===== src/rtl/mu8_pkg.sv =====
// shared constants and types for the modified utf-8 string decoder
package mu8_pkg;

  localparam int unsigned ByteW  = 8;
  localparam int unsigned UnitW  = 16;
  localparam int unsigned KindW  = 2;
  localparam int unsigned CountW = 64;
  localparam int unsigned AddrW  = 2;
  localparam int unsigned DataW  = 32;

  typedef logic [KindW-1:0] kind_t;

  // result kinds
  localparam kind_t KIND_CHAR  = 2'd0;
  localparam kind_t KIND_EMPTY = 2'd1;
  localparam kind_t KIND_ERROR = 2'd2;

  // register map (byte addresses)
  localparam logic [AddrW-1:0] ADDR_LONG_FORM = 2'd0;

  // length prefix sizes in bytes
  localparam logic [3:0] PREFIX_SHORT = 4'd2;
  localparam logic [3:0] PREFIX_LONG  = 4'd8;

endpackage


===== src/rtl/modified_utf8_string_decoder.sv =====
// modified utf-8 string decoder: length prefix parse and body decode, one byte per cycle unless stalled
// path: each byte is held in the input register, and its result is then written to the result register
// throughput: one byte per cycle unless stalled; the state update is a single 64-bit decrement and compare
// the input stage stalls only while a result-producing byte waits on a stalled result register
// reset: asynchronous active-low rst_ni clears the decode state, both valid flags and the
// long form register, so the block starts by reading a 2-byte length prefix
module modified_utf8_string_decoder (
  input  logic                        clk_i,
  input  logic                        rst_ni,
  // byte input channel
  input  logic                        in_valid_i,
  output logic                        in_stall_o,
  input  logic [mu8_pkg::ByteW-1:0]   in_byte_i,
  // result channel
  output logic                        out_valid_o,
  input  logic                        out_stall_i,
  output logic [mu8_pkg::UnitW-1:0]   code_unit_o,
  output logic [mu8_pkg::KindW-1:0]   kind_o,
  output logic                        last_o,
  // configuration port
  input  logic                        psel,
  input  logic                        penable,
  input  logic                        pwrite,
  input  logic [mu8_pkg::AddrW-1:0]   paddr,
  input  logic [mu8_pkg::DataW-1:0]   pwdata,
  output logic [mu8_pkg::DataW-1:0]   prdata,
  output logic                        pready
);

  // decoder phases
  localparam logic [1:0] PH_PREFIX = 2'd0;
  localparam logic [1:0] PH_BODY   = 2'd1;
  localparam logic [1:0] PH_SKIP   = 2'd2;

  // configuration register
  logic long_q;

  // input register
  logic                      in_vld_q;
  logic [mu8_pkg::ByteW-1:0] byte_q;

  // decode state
  logic [1:0]                 phase_q, phase_d;
  logic [2:0]                 cnt_q, cnt_d;
  logic [mu8_pkg::CountW-1:0] left_q, left_d;
  logic [mu8_pkg::UnitW-1:0]  part_q, part_d;
  logic [1:0]                 due_q, due_d;

  // result register
  logic                      out_vld_q;
  logic [mu8_pkg::UnitW-1:0] unit_q;
  mu8_pkg::kind_t            kind_q;
  logic                      last_q;

  // combinational result of the byte held in the input register
  logic                       res_vld;
  logic [mu8_pkg::UnitW-1:0]  res_unit;
  mu8_pkg::kind_t             res_kind;
  logic                       res_last;

  logic [mu8_pkg::CountW-1:0] left_dec;
  logic [mu8_pkg::CountW-1:0] acc;
  logic [mu8_pkg::CountW-1:0] count_val;
  logic [3:0]                 cnt_inc;
  logic [3:0]                 need;
  logic                       one_left;
  logic [mu8_pkg::UnitW-1:0]  cont_char;

  logic advance;
  logic in_take;
  logic cfg_wr;

  // ---------------------------------------------------------------------------
  // configuration port: single register, zero wait states
  // ---------------------------------------------------------------------------
  assign pready = 1'b1;
  assign cfg_wr = psel && penable && pwrite && (paddr == mu8_pkg::ADDR_LONG_FORM);
  assign prdata = (paddr == mu8_pkg::ADDR_LONG_FORM) ?
                  {{(mu8_pkg::DataW-1){1'b0}}, long_q} : '0;

  always_ff @(posedge clk_i or negedge rst_ni) begin
    if (!rst_ni) begin
      long_q <= 1'b0;
    end else if (cfg_wr) begin
      long_q <= pwdata[0];
    end
  end

  // ---------------------------------------------------------------------------
  // handshake: the held byte moves on unless it yields a result that cannot
  // be parked because the result register is full and stalled
  // ---------------------------------------------------------------------------
  assign advance    = in_vld_q && (!res_vld || !out_vld_q || !out_stall_i);
  assign in_stall_o = in_vld_q && !advance;
  assign in_take    = in_valid_i && !in_stall_o;

  always_ff @(posedge clk_i or negedge rst_ni) begin
    if (!rst_ni) begin
      in_vld_q <= 1'b0;
    end else if (in_take) begin
      in_vld_q <= 1'b1;
    end else if (advance) begin
      in_vld_q <= 1'b0;
    end
  end

  always_ff @(posedge clk_i) begin
    if (in_take) begin
      byte_q <= in_byte_i;
    end
  end

  // ---------------------------------------------------------------------------
  // decode of one byte
  // ---------------------------------------------------------------------------
  assign left_dec  = left_q - {{(mu8_pkg::CountW-1){1'b0}}, 1'b1};
  assign one_left  = (left_q[mu8_pkg::CountW-1:1] == '0);
  assign cnt_inc   = {1'b0, cnt_q} + 4'd1;
  assign need      = long_q ? mu8_pkg::PREFIX_LONG : mu8_pkg::PREFIX_SHORT;
  // count accumulates big-endian; the first prefix byte starts from zero
  assign acc       = {((cnt_q == 3'd0) ? {mu8_pkg::ByteW{1'b0}} :
                       left_q[mu8_pkg::CountW-mu8_pkg::ByteW-1 -: mu8_pkg::ByteW]),
                      left_q[mu8_pkg::CountW-mu8_pkg::ByteW-1-mu8_pkg::ByteW:0] &
                      {(mu8_pkg::CountW-2*mu8_pkg::ByteW){cnt_q != 3'd0}},
                      byte_q};
  // a negative long count reads as an empty string
  assign count_val = (long_q && acc[mu8_pkg::CountW-1]) ? '0 : acc;
  assign cont_char = {part_q[mu8_pkg::UnitW-7:0], byte_q[5:0]};

  always_comb begin
    res_vld  = 1'b0;
    res_unit = '0;
    res_kind = mu8_pkg::KIND_CHAR;
    res_last = 1'b0;
    phase_d  = phase_q;
    cnt_d    = cnt_q;
    left_d   = left_q;
    part_d   = part_q;
    due_d    = due_q;

    case (phase_q)
      PH_SKIP: begin
        // drop the rest of a bad string silently
        if (left_q != '0) begin
          left_d = left_dec;
        end
        if (one_left) begin
          phase_d = PH_PREFIX;
        end
      end

      PH_BODY: begin
        left_d = left_dec;
        if (due_q != 2'd0) begin
          if (byte_q[7:6] != 2'b10) begin
            res_vld = 1'b1;
          end else if (due_q == 2'd1) begin
            due_d    = 2'd0;
            part_d   = '0;
            res_vld  = 1'b1;
            res_unit = cont_char;
            res_last = one_left;
            if (one_left) begin
              phase_d = PH_PREFIX;
            end
          end else begin
            due_d  = due_q - 2'd1;
            part_d = cont_char;
          end
        end else if (!byte_q[7]) begin
          part_d   = '0;
          res_vld  = 1'b1;
          res_unit = {{(mu8_pkg::UnitW-mu8_pkg::ByteW){1'b0}}, byte_q};
          res_last = one_left;
          if (one_left) begin
            phase_d = PH_PREFIX;
          end
        end else if (byte_q[7:5] == 3'b110) begin
          if (one_left) begin
            res_vld = 1'b1;
          end else begin
            part_d = {{(mu8_pkg::UnitW-5){1'b0}}, byte_q[4:0]};
            due_d  = 2'd1;
          end
        end else if (byte_q[7:4] == 4'b1110) begin
          if (left_q < 64'd3) begin
            res_vld = 1'b1;
          end else begin
            part_d = {{(mu8_pkg::UnitW-4){1'b0}}, byte_q[3:0]};
            due_d  = 2'd2;
          end
        end else begin
          res_vld = 1'b1;
        end

        // a result that is not a character here is a format error
        if (res_vld && (res_unit == '0) && !res_last && (due_d == due_q || due_q != 2'd0)
            && !(due_q == 2'd1 && byte_q[7:6] == 2'b10)
            && !(due_q == 2'd0 && !byte_q[7])) begin
          res_kind = mu8_pkg::KIND_ERROR;
          res_last = 1'b1;
          part_d   = '0;
          due_d    = 2'd0;
          phase_d  = one_left ? PH_PREFIX : PH_SKIP;
        end
      end

      default: begin
        // length prefix, also taken for the unused phase code
        left_d = acc;
        cnt_d  = cnt_inc[2:0];
        if (cnt_inc >= need) begin
          cnt_d  = 3'd0;
          part_d = '0;
          due_d  = 2'd0;
          left_d = count_val;
          if (count_val == '0) begin
            phase_d  = PH_PREFIX;
            res_vld  = 1'b1;
            res_kind = mu8_pkg::KIND_EMPTY;
            res_last = 1'b1;
          end else begin
            phase_d = PH_BODY;
          end
        end
      end
    endcase
  end

  always_ff @(posedge clk_i or negedge rst_ni) begin
    if (!rst_ni) begin
      phase_q <= PH_PREFIX;
      cnt_q   <= 3'd0;
      left_q  <= '0;
      part_q  <= '0;
      due_q   <= 2'd0;
    end else if (advance) begin
      phase_q <= phase_d;
      cnt_q   <= cnt_d;
      left_q  <= left_d;
      part_q  <= part_d;
      due_q   <= due_d;
    end
  end

  // ---------------------------------------------------------------------------
  // result register
  // ---------------------------------------------------------------------------
  always_ff @(posedge clk_i or negedge rst_ni) begin
    if (!rst_ni) begin
      out_vld_q <= 1'b0;
    end else if (advance && res_vld) begin
      out_vld_q <= 1'b1;
    end else if (!out_stall_i) begin
      out_vld_q <= 1'b0;
    end
  end

  always_ff @(posedge clk_i) begin
    if (advance && res_vld) begin
      unit_q <= res_unit;
      kind_q <= res_kind;
      last_q <= res_last;
    end
  end

  assign out_valid_o = out_vld_q;
  assign code_unit_o = unit_q;
  assign kind_o      = kind_q;
  assign last_o      = last_q;

`ifndef SYNTHESIS
  // errors and empty ends always close the string and carry no character
  assert property (@(posedge clk_i) disable iff (!rst_ni)
    out_vld_q && (kind_q != mu8_pkg::KIND_CHAR) |-> last_q && (unit_q == '0))
    else $error("non-character result without last or with a code unit");

  // inside a body there is always at least one byte still to come
  assert property (@(posedge clk_i) disable iff (!rst_ni)
    (phase_q == PH_BODY) |-> (left_q != '0))
    else $error("body phase with zero bytes left");

  // continuation bytes are only pending inside a body
  assert property (@(posedge clk_i) disable iff (!rst_ni)
    (due_q != 2'd0) |-> (phase_q == PH_BODY))
    else $error("continuations pending outside a body");

  // the input side stalls only behind a full, stalled result register
  assert property (@(posedge clk_i) disable iff (!rst_ni)
    in_stall_o |-> in_vld_q && out_vld_q && out_stall_i)
    else $error("input stalled without a blocked result");
`endif

endmodule

===== config.mk =====
export PLATFORM = sky130hd
export DESIGN_NAME = modified_utf8_string_decoder
export DESIGN_NICKNAME = d
export VERILOG_FILES = /design/src/rtl/mu8_pkg.sv /design/src/rtl/modified_utf8_string_decoder.sv
export SDC_FILE = /design/constraint.sdc
export NUM_CORES = 1
export LEC_CHECK = 0
export ABC_AREA = 1
export BUFFER_PORTS_ARGS = -buffer_cell sky130_fd_sc_hd__buf_2
export CAP_MARGIN = 30
export CORE_ASPECT_RATIO = 0.6
export CORE_UTILIZATION = 60
export CTS_BUF_LIST = sky130_fd_sc_hd__clkbuf_2
export DETAILED_ROUTE_END_ITERATION = 10
export PLACE_DENSITY = 0.79
export SYNTH_ARGS = -nofsm -noshare
export SYNTH_HDL_FRONTEND = slang
export SYNTH_SLANG_ARGS = --single-unit

===== constraint.sdc =====
create_clock -name clk_i -period 5.95 [get_ports clk_i]
set_clock_uncertainty 0.2 [all_clocks]
set_input_delay 0.2975 -clock clk_i [delete_from_list [all_inputs] [get_ports clk_i]]
set_output_delay 0.2975 -clock clk_i [all_outputs]
set_load 0.005 [all_outputs]

==> Yosys cells after proc, flatten, opt, wreduce, memory -nomap -nowiden <==
Index checks and enable logic that the tools add are counted.
{ "word_totals": {"register_bits": 111, "latchBits": 0, "mem_bits_rw": 0, "rom_bits": 0, "input_bits": 49, "output_inout_bits": 54, "n_memories": 0} }
{ "classes": {"add_sub_neg": 3, "mul": 0, "div": 0, "order_cmp": 2, "eq_ne": 16, "shift": 0, "n_mux": 73, "n_bitwise": 3, "reduce_logical": 45} }
{ "ops": {"columns": ["operator", "n"], "rows": [
  ["$mux 64", 3],
  ["$pmux 64 s2", 1],
  ["$mux 10", 10],
  ["$logic_not 64->1", 1],
  ["$lt 64x2->1 const B", 1],
  ["$mux 16", 4],
  ["$reduce_bool 64->1", 1],
  ["$sub 64x1->64 const B", 1],
  ["$logic_not 63->1", 1],
  ["$and 48x48->48", 1],
  ["$mux 2", 20],
  ["$mux 1", 25],
  ["$pmux 10 s2", 1],
  ["$ne 6x6->1 const B", 3],
  ["$logic_not 16->1", 1],
  ["$logic_and 1x1->1", 15],
  ["$ne 4x4->1 const B", 3],
  ["$pmux 2 s2", 3],
  ["$logic_not 1->1", 9],
  ["$mux 8", 1],
  ["$mux 7", 1],
  ["$reduce_and 7->1", 1],
  ["$reduce_bool 2->1", 3],
  ["$reduce_bool 3->1", 2],
  ["other kinds (21)", 30]
]} }

==> Logic depth before layout (Yosys ltp) <==
Gate-level depths: netlist (run 1).
{ "depth": {"word_depth": 17, "depth_mapped": 19, "depth_no_buf": 18} }

==> Least setup slack after synthesis (run 1) <==
No wires, ideal clock.
{ "synth_path": {"kind": "flip-flop to flip-flop", "startpoint": "register cnt_q[0]", "endpoint": "register unit_q (netlist bit code_unit_o[0]) (enable)", "setup_time_ns": 0.374, "t_arrival_ns": 2.504, "required_ns": 5.376, "setup_slack_ns": 2.872, "stages_incl_launch_ff": 19, "path_buffers": 1, "period_less_slack_ns": 3.078, "cell_sequence": "dfrtp_1 inv_1 ha_1 inv_1 ha_1 nand2_1 nand2_1 o21ai_0 nand2_1 inv_1 nor2_1 nand2_1 nand2_2 nand2_2 nand2_4 inv_4 buf_2 nand2_1 inv_1"} }
{ "synth_via": {"elab_chain_cells": 13} }
{ "synth_rtl": {"columns": ["item", "line", "text"], "rows": [
  ["from (decl)", "modified_utf8_string_decoder.sv:44", "logic [2:0] cnt_q, cnt_d;"],
  ["from (signal assigned)", "modified_utf8_string_decoder.sv:239", "cnt_q <= cnt_d;"],
  ["$logic_not 3->1", "modified_utf8_string_decoder.sv:121", "assign acc = {((cnt_q == 3'd0) ? {mu8_pkg::ByteW{1'b0}} :"],
  ["$mux 8", "modified_utf8_string_decoder.sv:121", null],
  ["$logic_and 1x1->1", "modified_utf8_string_decoder.sv:127", "assign count_val = (long_q && acc[mu8_pkg::CountW-1]) ? '0 : acc;"],
  ["$mux 64", "modified_utf8_string_decoder.sv:127", null],
  ["$logic_not 64->1", "modified_utf8_string_decoder.sv:217", "if (count_val == '0) begin"],
  ["$mux 1", "modified_utf8_string_decoder.sv:217", null],
  ["$mux 1 *", "modified_utf8_string_decoder.sv:212", "if (cnt_inc >= need) begin"],
  ["$pmux 1 s2 *", "modified_utf8_string_decoder.sv:141", "case (phase_q)"],
  ["$logic_not 1->1", "modified_utf8_string_decoder.sv:93", "assign advance = in_vld_q && (!res_vld || !out_vld_q || !out_stall_i);"],
  ["$logic_or 1x1->1 (2 in a row)", "modified_utf8_string_decoder.sv:93", null],
  ["$logic_and 1x1->1", "modified_utf8_string_decoder.sv:93", null],
  ["$logic_and 1x1->1 *", "modified_utf8_string_decoder.sv:260", "if (advance && res_vld) begin"],
  ["to (signal assigned)", "modified_utf8_string_decoder.sv:261", "unit_q <= res_unit;"],
  ["to (decl)", "modified_utf8_string_decoder.sv:51", "logic [mu8_pkg::UnitW-1:0] unit_q;"]
]} }
Every way passes the cells marked *; elsewhere a longest branch is shown, timed or not.
A chain may end at the register's enable or synchronous reset.

==> Worst setup path in the final report (run 1) <==
{ "layout_path": {"startpoint": "register cnt_q[0]", "endpoint": "register left_q[15] in the netlist's numbering"} }
{ "layout_via": {"elab_chain_cells": 13} }
{ "layout_rtl": {"columns": ["item", "line", "text"], "rows": [
  ["$logic_not 3->1", "modified_utf8_string_decoder.sv:121", null],
  ["$mux 8", "modified_utf8_string_decoder.sv:121", null],
  ["$logic_and 1x1->1", "modified_utf8_string_decoder.sv:127", null],
  ["$mux 64", "modified_utf8_string_decoder.sv:127", null],
  ["$logic_not 64->1", "modified_utf8_string_decoder.sv:217", null],
  ["$mux 1", "modified_utf8_string_decoder.sv:217", null],
  ["$mux 1", "modified_utf8_string_decoder.sv:212", null],
  ["$pmux 1 s2", "modified_utf8_string_decoder.sv:141", null],
  ["$logic_not 1->1", "modified_utf8_string_decoder.sv:93", null],
  ["$logic_or 1x1->1 (2 in a row)", "modified_utf8_string_decoder.sv:93", null],
  ["$logic_and 1x1->1", "modified_utf8_string_decoder.sv:93", null],
  ["$reduce_and 2->1 (no source line)", null, null],
  ["to (signal assigned)", "modified_utf8_string_decoder.sv:240", "left_q <= left_d;"],
  ["to (decl)", "modified_utf8_string_decoder.sv:45", "logic [mu8_pkg::CountW-1:0] left_q, left_d;"]
]} }
Several ways; a longest one is shown, not always the timed one.

==> summary.txt, run 1 <==
Timing
  – Achievable frequency: around 280 MHz
  – Final min period: around 3500 ps
  – Fin crit share: 0.591
  – Finish-stage setup viols: 0
  – RSZ-0062 raised after global routing: false
  – Tightest Pin Transition: 1050 ps
  – Relative slew slack: 0.297
  – Final slew viol count: 0
  – Final Hold Slack: 130 ps
  – Setup TNS: 0 ps
  – Hold Vio Cnt, Final: 0

Floorplan
  – Die Area: about 13000 µm²
  – Die width: 149 µm
  – I/O Pins: 103
  – Rows: 31
  – Core ar.: 12300 µm²
  – Starting Density: 0.632
  – Die height: between 90 and 100 µm

Critical path
  – Setup Crit Path Kind: reg2reg
  – Worst Path Arrival: 3930 ps
  – CP max FO: 34
  – Worst setup SP type: flop
  – Req. time, crit path: 6360 ps
  – Worst setup EP type: flop

Synth
  – Synthesized flop and latch total: about 110
  – Ys flop type: dfrtp_1
  – Synth Warn #: 0
  – Cells after synthesis: 1141
  – Yosys cell types: 40
  – Post-synth EDFFs: 27
  – Mux contribution to synthesized area: 0
  – Post-synthesis sequential area ratio: 0.374
  – Post-Synth Adder-Cell Area: 0.0177
  – Synth Area in XOR/XNOR: 0.0360
  – Largest family of logic cells by synthesized area: simple AND/OR/NAND/NOR gates
  – Post-synthesis compound-gate area fraction: 0.0859
  – Syn Area/Cell: 6.83 µm²
  – Netlist Area Pre-Place: 7790 µm²
  – Post-synth ARST share: 0.757
  – Simple-gate share of the synthesized area: 0.376

Power and ir drop
  – Power density cells: around 600 nW/µm²
  – Max VDD drop: 361 µV
  – Total power: 0.00508 W
  – Lkg Pwr: around 4.3 nW

Clock network
  – CTS Buf Count: 9
  – Root Driver: clkbuf_2
  – Longest Clk Path Bufs: 2
  – Clock sink count: 111
  – Number of buffers added for setup after CTS: 0
  – Depth of the CTS H-tree: 3
  – CTS tree: built
  – Clk slew on worst S/H paths: about 340 ps
  – Clk Latency, worst-skew pair: around 640 ps

Outcome
  – Outcome: completed

Routing
  – Initial drt markers: 861
  – Total wire length: 22300 µm
  – Vias: 7673
  – Routed Antenna Nets: 0
  – Average wire per standard cell: roughly 17 µm
  – Iteration count of the initial detailed-routing pass: 8
  – # DRC: 0
  – Via-to-Cell Ratio: 5.70

Finish
  – Layout cells sized above 1: 0.0872
  – Area Growth Syn to Fin: 5.38%
  – Filler cell count: 1158
  – Most frequent cells in the layout: nand2_1, nor2_1, inv_1, nand3_1, dfrtp_1
  – Commonest non-fill, non-tap cell in the layout: nand2_1
  – Antenna Cells: 0
  – Final nets: 1236

Placed design
  – Placer Congestion: 0.995
  – Port Buffers: 39
  – DP HPWL: 15900 µm

Flow run
  – Max-Cap Viols: 0

Global route
  – Initial antenna violation count: 0
  – GRT Total Usage: 0.345
  – Grt total ovfl: 0
  – Vias in the first global route: between 6000 and 7000
  – Global-route wire length before repair: 36100 µm
  – Largest net degree at the start of global routing: 67

Worst hold path
  – Worst Hold Class: in2reg
[critical path, stage by stage, from the launching register on]
cell,delay [ps]
dfrtp_1,500
inv_1,90
ha_1,280
inv_1,50
ha_1,260
nand2_1,60
nand2_1,40
o21ai_0,150
nand2_1,150
nand3_1,160
nand3_1,90
buf_4,310
inv_1,650
nand2_1,160
o21ai_0,130
nand3_1,100
nand2_1,120
[sequential cells by signal, summed over array words and instances, names as in the netlist]
name,count
left_q,64
code_unit_o,16
part_q,10
byte_q,8
cnt_q,3
due_q,2
kind_o,2
phase_q,2
in_vld_q,1
last_o,1
long_q,1
out_valid_o,1
[per-layer routing]
layer / share of wire / track usage / vias up / routed length [µm]
li1: - / - / 3687 / -
met1: 0.47 / 0.565 / 3480 / 10500
met2: 0.39 / 0.457 / 477 / 8650
met3: 0.13 / 0.0747 / 29 / 2860
met4: 0.010 / 0.0638 / 0 / 231
met5: 0 / 0 / - / 0
[repair_timing]
| action | 4_1_cts | 5_1_grt |
|---|---|---|
| hold buffers | 16 | 0 |
| endpoints found under the hold margin | 103 | 0 |
| gates resized for setup | 0 | 0 |
[report_power, final]
group          internal, W  total (W)  switching (W)
Clock            0.0000669   0.000354       0.000287
Sequential         0.00102    0.00134       0.000324
Combinational      0.00102    0.00338        0.00236
[path summary, 6_finish.rpt]
check,to,cells after the start,slack [ps],startpoint
max,left_q[15]$_DFFE_PN0P_,16,2430,cnt_q[0]$_DFFE_PN0P_
min,byte_q[5]$_DFFE_PP_,2,130,in_byte_i[5]
max reg2reg,left_q[15]$_DFFE_PN0P_,16,2430,cnt_q[0]$_DFFE_PN0P_
min reg2reg,part_q[6]$_DFFE_PN0P_,2,350,part_q[6]$_DFFE_PN0P_
max in group asynchronous,left_q[47]$_DFFE_PN0P_,4,4380,rst_ni
min in group asynchronous,left_q[37]$_DFFE_PN0P_,4,440,rst_ni
[layout make-up]
cell class	count	area [µm²]	share of cell area
Timing Repair Buffer	63	428	0.0521
Clock buffer	9	45.0	0.00549
Tap cell	165	206	0.0251
Sequential cell	111	2910	0.355
Multi-Input combinational cell	882	4140	0.504
Inverter	109	412	0.0501
Clock inverter	7	66.3	0.00808
[synth_stat cells, drive strengths merged, types with 6 or more instances]
cell    count  share of area
edfxtp     27           0.10
nor4        8         0.0064
nor3       37          0.024
nor2      171          0.092
nand2     351           0.17
a21oi      19          0.012
xnor2       6         0.0067
o22ai      15          0.012
clkbuf     17         0.0082
xor2       26          0.029
dfrtp      84           0.27
inv       108          0.052
ha         11          0.018
nand3      99          0.067
o21ai      80          0.051
nand4      13          0.010
buf        52          0.048
[cells by family after synthesis]
family / Yosys count
AOI/OAI and AO/OA: 124
adders and majority gates: 11
xor gates and xnor gates: 32
other: 2
buffers and inverters: 178
and+or+nand+nor: 683
DFF: 111
[through the flow]
step | area [µm²] | util | setup slack (ps) | std cells
final | 8210 | 0.666 | 2430 | 1346
after global routing | 8210 | 0.666 | 2120 | 1346
after CTS | 8210 | 0.666 | 2450 | 1346
after detailed placement | 7930 | 0.643 | 2500 | 1314
after global placement | 7930 | 0.643 | 2590 | 1314
after floorplan | 7900 | - | 2870 | 1171
Power figures use the tool's default switching activity.
==> run 2, diff against run 1 <==
CORE_UTILIZATION = 55   (was 60)
PLACE_DENSITY = 0.77   (was 0.79)
clock period = 3.1 ns   (was 5.95 ns; I/O delays follow)
==> run 2 against run 1 <==
Flip-flop and latch count is the same. Hold slack lost 43 ps. Critical path depth shrank 2. First-iteration DRC count grew 5.8%. Sequential share of layout area shrank 3.4 points. Design area grew 12%. Wire length grew 9.8%. Highest routed layer unchanged. Worst setup slack lost 2400 ps. Sequential power grew 97%. Combinational power grew 130%.
==> summary.txt, run 2 (synthesis results as in run 1) <==
Outcome
  – Outcome: completed

Critical path
  – Worst setup EP type: primary output
  – Worst Path Arrival: 2660 ps
  – Req. time, crit path: 2740 ps
  – Setup Crit Path Kind: reg2out
  – Worst setup SP type: flop
  – CP max FO: 4

Placed design
  – Placed inst area: 8200 µm²
  – Placed Cells: 1368
  – DP HPWL: 16800 µm
  – Port Buffers: 39
  – Placer Congestion: about 0.97

Global route
  – Global-route wire length before repair: 37700 µm
  – GRT Total Usage: 0.339
  – Grt total ovfl: 0
  – Vias in the first global route: 7082
  – Initial antenna violation count: 0
  – Largest net degree at the start of global routing: 55

Clock network
  – CTS Buf Count: 9
  – Longest Clk Path Bufs: 2
  – CTS tree: built
  – Clk slew on worst S/H paths: just under 400 ps
  – Depth of the CTS H-tree: 3
  – Clk Latency, worst-skew pair: 680 ps
  – Clock sink count: roughly 110
  – Root Driver: clkbuf_2

Routing
  – Total wire length: 24500 µm
  – Average wire per standard cell: 16.8 µm
  – Iteration count of the initial detailed-routing pass: 6
  – # DRC: 0
  – Vias: between 8000 and 9000
  – Via-to-Cell Ratio: 5.54
  – Initial drt markers: 911
  – Routed Antenna Nets: 0

Finish
  – Register bank with the most flops: left_q
  – Final nets: 1316
  – Commonest non-fill, non-tap cell in the layout: nand2_1
  – Largest register FFs: 64
  – Area Growth Syn to Fin: 18.5%
  – Finished Layout Cells: 1453
  – Final instance area: 9230 µm²
  – Most frequent cells in the layout: nand2_1, nor2_1, inv_1, nand3_1, buf_4
  – Layout cells sized above 1: 0.213
  – Antenna Cells: 0

Floorplan
  – Rows: 33
  – Die Area: about 15000 µm²
  – Die height: 94.2 µm
  – Starting Density: 0.567
  – I/O Pins: 103
  – Die width: 156 µm
  – Core ar.: 13700 µm²

Timing
  – Setup TNS: 0 ps
  – Final Hold Slack: 87.4 ps
  – Tightest Pin Transition: 593 ps
  – Achievable frequency: 331 MHz
  – Hold Vio Cnt, Final: 0
  – Final slew viol count: 0
  – Finish-stage setup viols: 0
  – Fin crit share: 0.974
  – Relative slew slack: 0.601
  – RSZ-0062 raised after global routing: true
  – Final min period: about 3000 ps

Power and ir drop
  – Power density cells: 1200 nW/µm²
  – Max VDD drop: 564 µV
  – Lkg Pwr: 4.71 nW

Flow run
  – Max-Cap Viols: 0

Worst hold path
  – Worst Hold Class: in2reg
[run 2: cell count changes in the layout (fill, tap and decap cells not counted), moves of 4 or more]
cell           change
buf_4             +67
dfrtp_1           -37
dfrtp_2           +37
dlygate4sd3_1      +8
inv_1              -4
inv_2              +4
nand2_1           -13
nand2_2           +12
nor2_1            -35
nor2_2            +16
nor2_4            +19
o21ai_0            -4
[run 2: through the flow]
stage	worst slack [ps]	total power, W	util
2_1_floorplan	22.5	0.00720	-
3_3_place_gp	261	0.00897	0.597
3_5_place_dp	210	0.00907	0.597
4_1_cts	2.28	0.00996	0.631
5_1_grt	-111	0.0120	0.671
6_report	80.2	0.0111	0.671
[run 2: cell type report]
cell class / count / area [µm²]
clock inverter: 7 / 93.8
multi-input combinational: 882 / 4380
clock buffer: 9 / 45.0
sequential: 111 / 2960
fill: 1199 / 4520
inverter: 109 / 412
timing repair buffer: 143 / 1100
tap: 192 / 240
[run 2: path summary, 6_finish.rpt]
| kind | start | end | slack (ps) | cells after the start |
|---|---|---|---|---|
| worst max-delay path | left_q[27]$_DFFE_PN0P_ | in_stall_o | 80 | 14 |
| worst min-delay path | out_stall_i | out_valid_o$_DFFE_PN0P_ | 90 | 4 |
| worst max register to register | cnt_q[1]$_DFFE_PN0P_ | left_q[15]$_DFFE_PN0P_ | 130 | 18 |
| worst min register to register | out_valid_o$_DFFE_PN0P_ | out_valid_o$_DFFE_PN0P_ | 360 | 2 |
| max in group asynchronous | rst_ni | left_q[8]$_DFFE_PN0P_ | 2030 | 4 |
| min in group asynchronous | rst_ni | left_q[30]$_DFFE_PN0P_ | 350 | 4 |
[run 2: critical path, stage by stage (launching register included)]
cell and delay, ps:
dfrtp_2 550, nor2_4 160, nand2_1 110, nor2_4 160, nand2_2 90, nor2_4 150
nand2_2 90, nand2_2 90, nand2_2 60, nand2_2 80, nand3_2 80, nand2_2 110
nand2_4 70, nor2_1 100, buf_2 110
[run 2: routing by layer]
metal	routed length [µm]	track usage	vias to the layer above
met5	0	0	-
met4	277	0.0629	0
met3	3030	0.108	28
met2	9790	0.446	429
met1	11400	0.527	3745
li1	-	-	3841
[run 2: what timing repair did]
item	4_1_cts	5_1_grt
hold buffers	24	0
resized for setup	13	105
pin swaps	2	22
endpoints found under the setup margin	1	81
endpoints found under the hold margin	110	0
buffers inserted	7	38
[run 2: power by group]
part           internal [W]  switching (W)
sequential          0.00200       0.000641
clock              0.000158       0.000604
combinational       0.00265        0.00503
total               0.00480        0.00627
==> run 3, diff against run 2 <==
HOLD_SLACK_MARGIN = 0.02   (was default)
MAX_ROUTING_LAYER = met4   (was default)
PLACE_DENSITY = 0.8   (was 0.77)
==> run 3 against run 2 <==
The flow now finishes with violations (setup timing). Die area stayed put. Critical endpoint unchanged. Register-to-register slack barely moved. Non-clock buffer count up 61. Critical path depth grew 1. Design area is 7.1% higher. First-iteration DRC count grew 43%. Worst setup slack got worse by 130 ps. Sequential share of layout area fell by 2.1 points. Fmax down 4.2%. Via count is 7.5% higher. Hold slack worse by 5.1 ps. Utilization is 4.8 points higher. Largest cell class unchanged.
==> summary.txt, run 3 (synthesis results as in run 1) <==
Finish
  – Register bank with the most flops: left_q
  – Finished Layout Cells: 1514
  – Final nets: 1377
  – Commonest non-fill, non-tap cell in the layout: nand2_1
  – Largest register FFs: 64
  – Most frequent cells in the layout: nand2_1, buf_4, inv_1, nor2_1, nand3_1
  – Area Growth Syn to Fin: 27.0%
  – Final instance area: 9890 µm²
  – Layout cells sized above 1: 0.267
  – Antenna Cells: 0

Timing
  – Final slew viol count: 0
  – Fin crit share: 1.02
  – Relative slew slack: 0.416
  – Final min period: 3150 ps
  – Tightest Pin Transition: slightly below 900 ps
  – Finish-stage setup viols: 1
  – Hold Vio Cnt, Final: 0
  – Achievable frequency: 317 MHz
  – Worst Setup Slack, final: -52.5 ps
  – RSZ-0062 raised after global routing: true

Floorplan
  – Die Area: between 10000 and 15000 µm²
  – Starting Density: 0.567
  – I/O Pins: 103
  – Rows: 33
  – Die width: between 150 and 200 µm
  – Core ar.: 13700 µm²
  – Die height: 94.2 µm

Clock network
  – CTS tree: built
  – Clock sink count: 111
  – Depth of the CTS H-tree: 3
  – CTS Buf Count: 9
  – Clk Latency, worst-skew pair: 680 ps
  – Longest Clk Path Bufs: 2
  – Root Driver: clkbuf_2
  – Clk slew on worst S/H paths: 360 ps

Routing
  – Initial drt markers: 1303
  – Iteration count of the initial detailed-routing pass: 6
  – Vias: 8645
  – Total wire length: 26600 µm
  – Routed Antenna Nets: 0
  – Average wire per standard cell: 17.6 µm
  – # DRC: 0
  – Via-to-Cell Ratio: 5.71

Worst hold path
  – Worst hold path depth: 4
  – Worst Hold Class: in2reg

Outcome
  – Failing checks: setup timing
  – Outcome: complete, but fails checks

Flow run
  – Max-Cap Viols: 0

Global route
  – GRT Total Usage: 0.372
  – Largest net degree at the start of global routing: 65
  – Global-route wire length before repair: 40500 µm
  – Vias in the first global route: 7598
  – Grt total ovfl: 0
  – Initial antenna violation count: 0

Critical path
  – WP depth: 15
  – Worst Path Arrival: 2800 ps
  – Delay-heaviest family, CP: simple AND/OR/NAND/NOR gates
  – Worst setup SP type: flop
  – Setup Crit Path Kind: reg2out
  – Reg2reg setup slack: 120 ps
  – Most frequent CP cell: nand2_2
  – Worst path max stage delay: between 500 and 600 ps
  – Worst setup EP type: primary output
  – Worst-path cell chain: nor2_1 -> nand2_1 -> nor2_2 -> nand2_2 -> nor2_4 -> nand2_2 -> nand2_2 -> nand2_2 -> nand2_2 -> nand3_2 -> nand2_2 -> nand2_4 -> buf_6 -> nor2_4 -> buf_2
  – Slowest-stage cell, CP: dfrtp_1
  – Req. time, crit path: 2740 ps
  – Worst R2R Path Depth: 17
  – CP max FO: 3
  – WP buf/inv: 2

Placed design
  – DP HPWL: 17300 µm
  – Placed Cells: 1398
  – Placer Congestion: 1.02
  – Port Buffers: 39
  – Placed inst area: 8440 µm²
  – Pre-CTS setup slack: -28.2 ps
-- run 3: area by class of cell --
type	instances	area [µm²]
multi-input cells	882	4520
fillers	1069	3860
flip-flops and latches	111	2960
repair buffers	204	1620
inverters	109	412
well taps	192	240
clock inverters	7	101
clock buffers	9	45.0
-- run 3: final timing paths --
kind / to / from
min in group asynchronous: left_q[14]$_DFFE_PN0P_ / rst_ni
hold reg to reg: part_q[8]$_DFFE_PN0P_ / part_q[8]$_DFFE_PN0P_
max in group asynchronous: left_q[55]$_DFFE_PN0P_ / rst_ni
setup / recovery: in_stall_o / left_q[40]$_DFFE_PN0P_
setup reg to reg: left_q[11]$_DFFE_PN0P_ / left_q[40]$_DFFE_PN0P_
hold / removal: long_q$_DFFE_PN0P_ / pwrite
-- run 3: timing repair --
| action | CTS | global route |
|---|---|---|
| hold buffers | 25 | 0 |
| pin swaps | 7 | 34 |
| gates resized for setup | 44 | 119 |
| endpoints found under the setup margin | 53 | 90 |
| setup buffers | 48 | 31 |
| cloned | 0 | 0 |
| endpoints found under the hold margin | 117 | 0 |
-- run 3: per-stage QoR --
stage	hold slack, ps	setup TNS, ps	utilization
after floorplan	-341	0	-
after global placement	87.7	0	0.613
after detailed placement	85.1	-98.2	0.614
after CTS	58.7	-128	0.678
after global routing	100	-292	0.719
final	82.3	-52.5	0.719
-- run 3: per-layer routing --
| layer | vias up | global-route usage | wire [µm] | share of wire |
|---|---|---|---|---|
| met3 | 79 | 0.0932 | 3760 | 0.14 |
| met5 | - | - | 0 | 0 |
| li1 | 3963 | - | - | - |
| met1 | 3967 | 0.550 | 11500 | 0.43 |
| met2 | 636 | 0.503 | 10700 | 0.40 |
| met4 | 0 | 0.0792 | 579 | 0.022 |
-- run 3: worst reg2reg max path, delay by kind of cell (launching register included) --
family | cells | cell delay, ps
buffers and inverters | 9 | 1340
flip-flops | 1 | 550
AND/OR/NAND/NOR | 8 | 890
Power of run 3 is left out: the tool's default activity adds up to more than one toggle a clock period on the data nets, which glitch-free logic cannot reach.
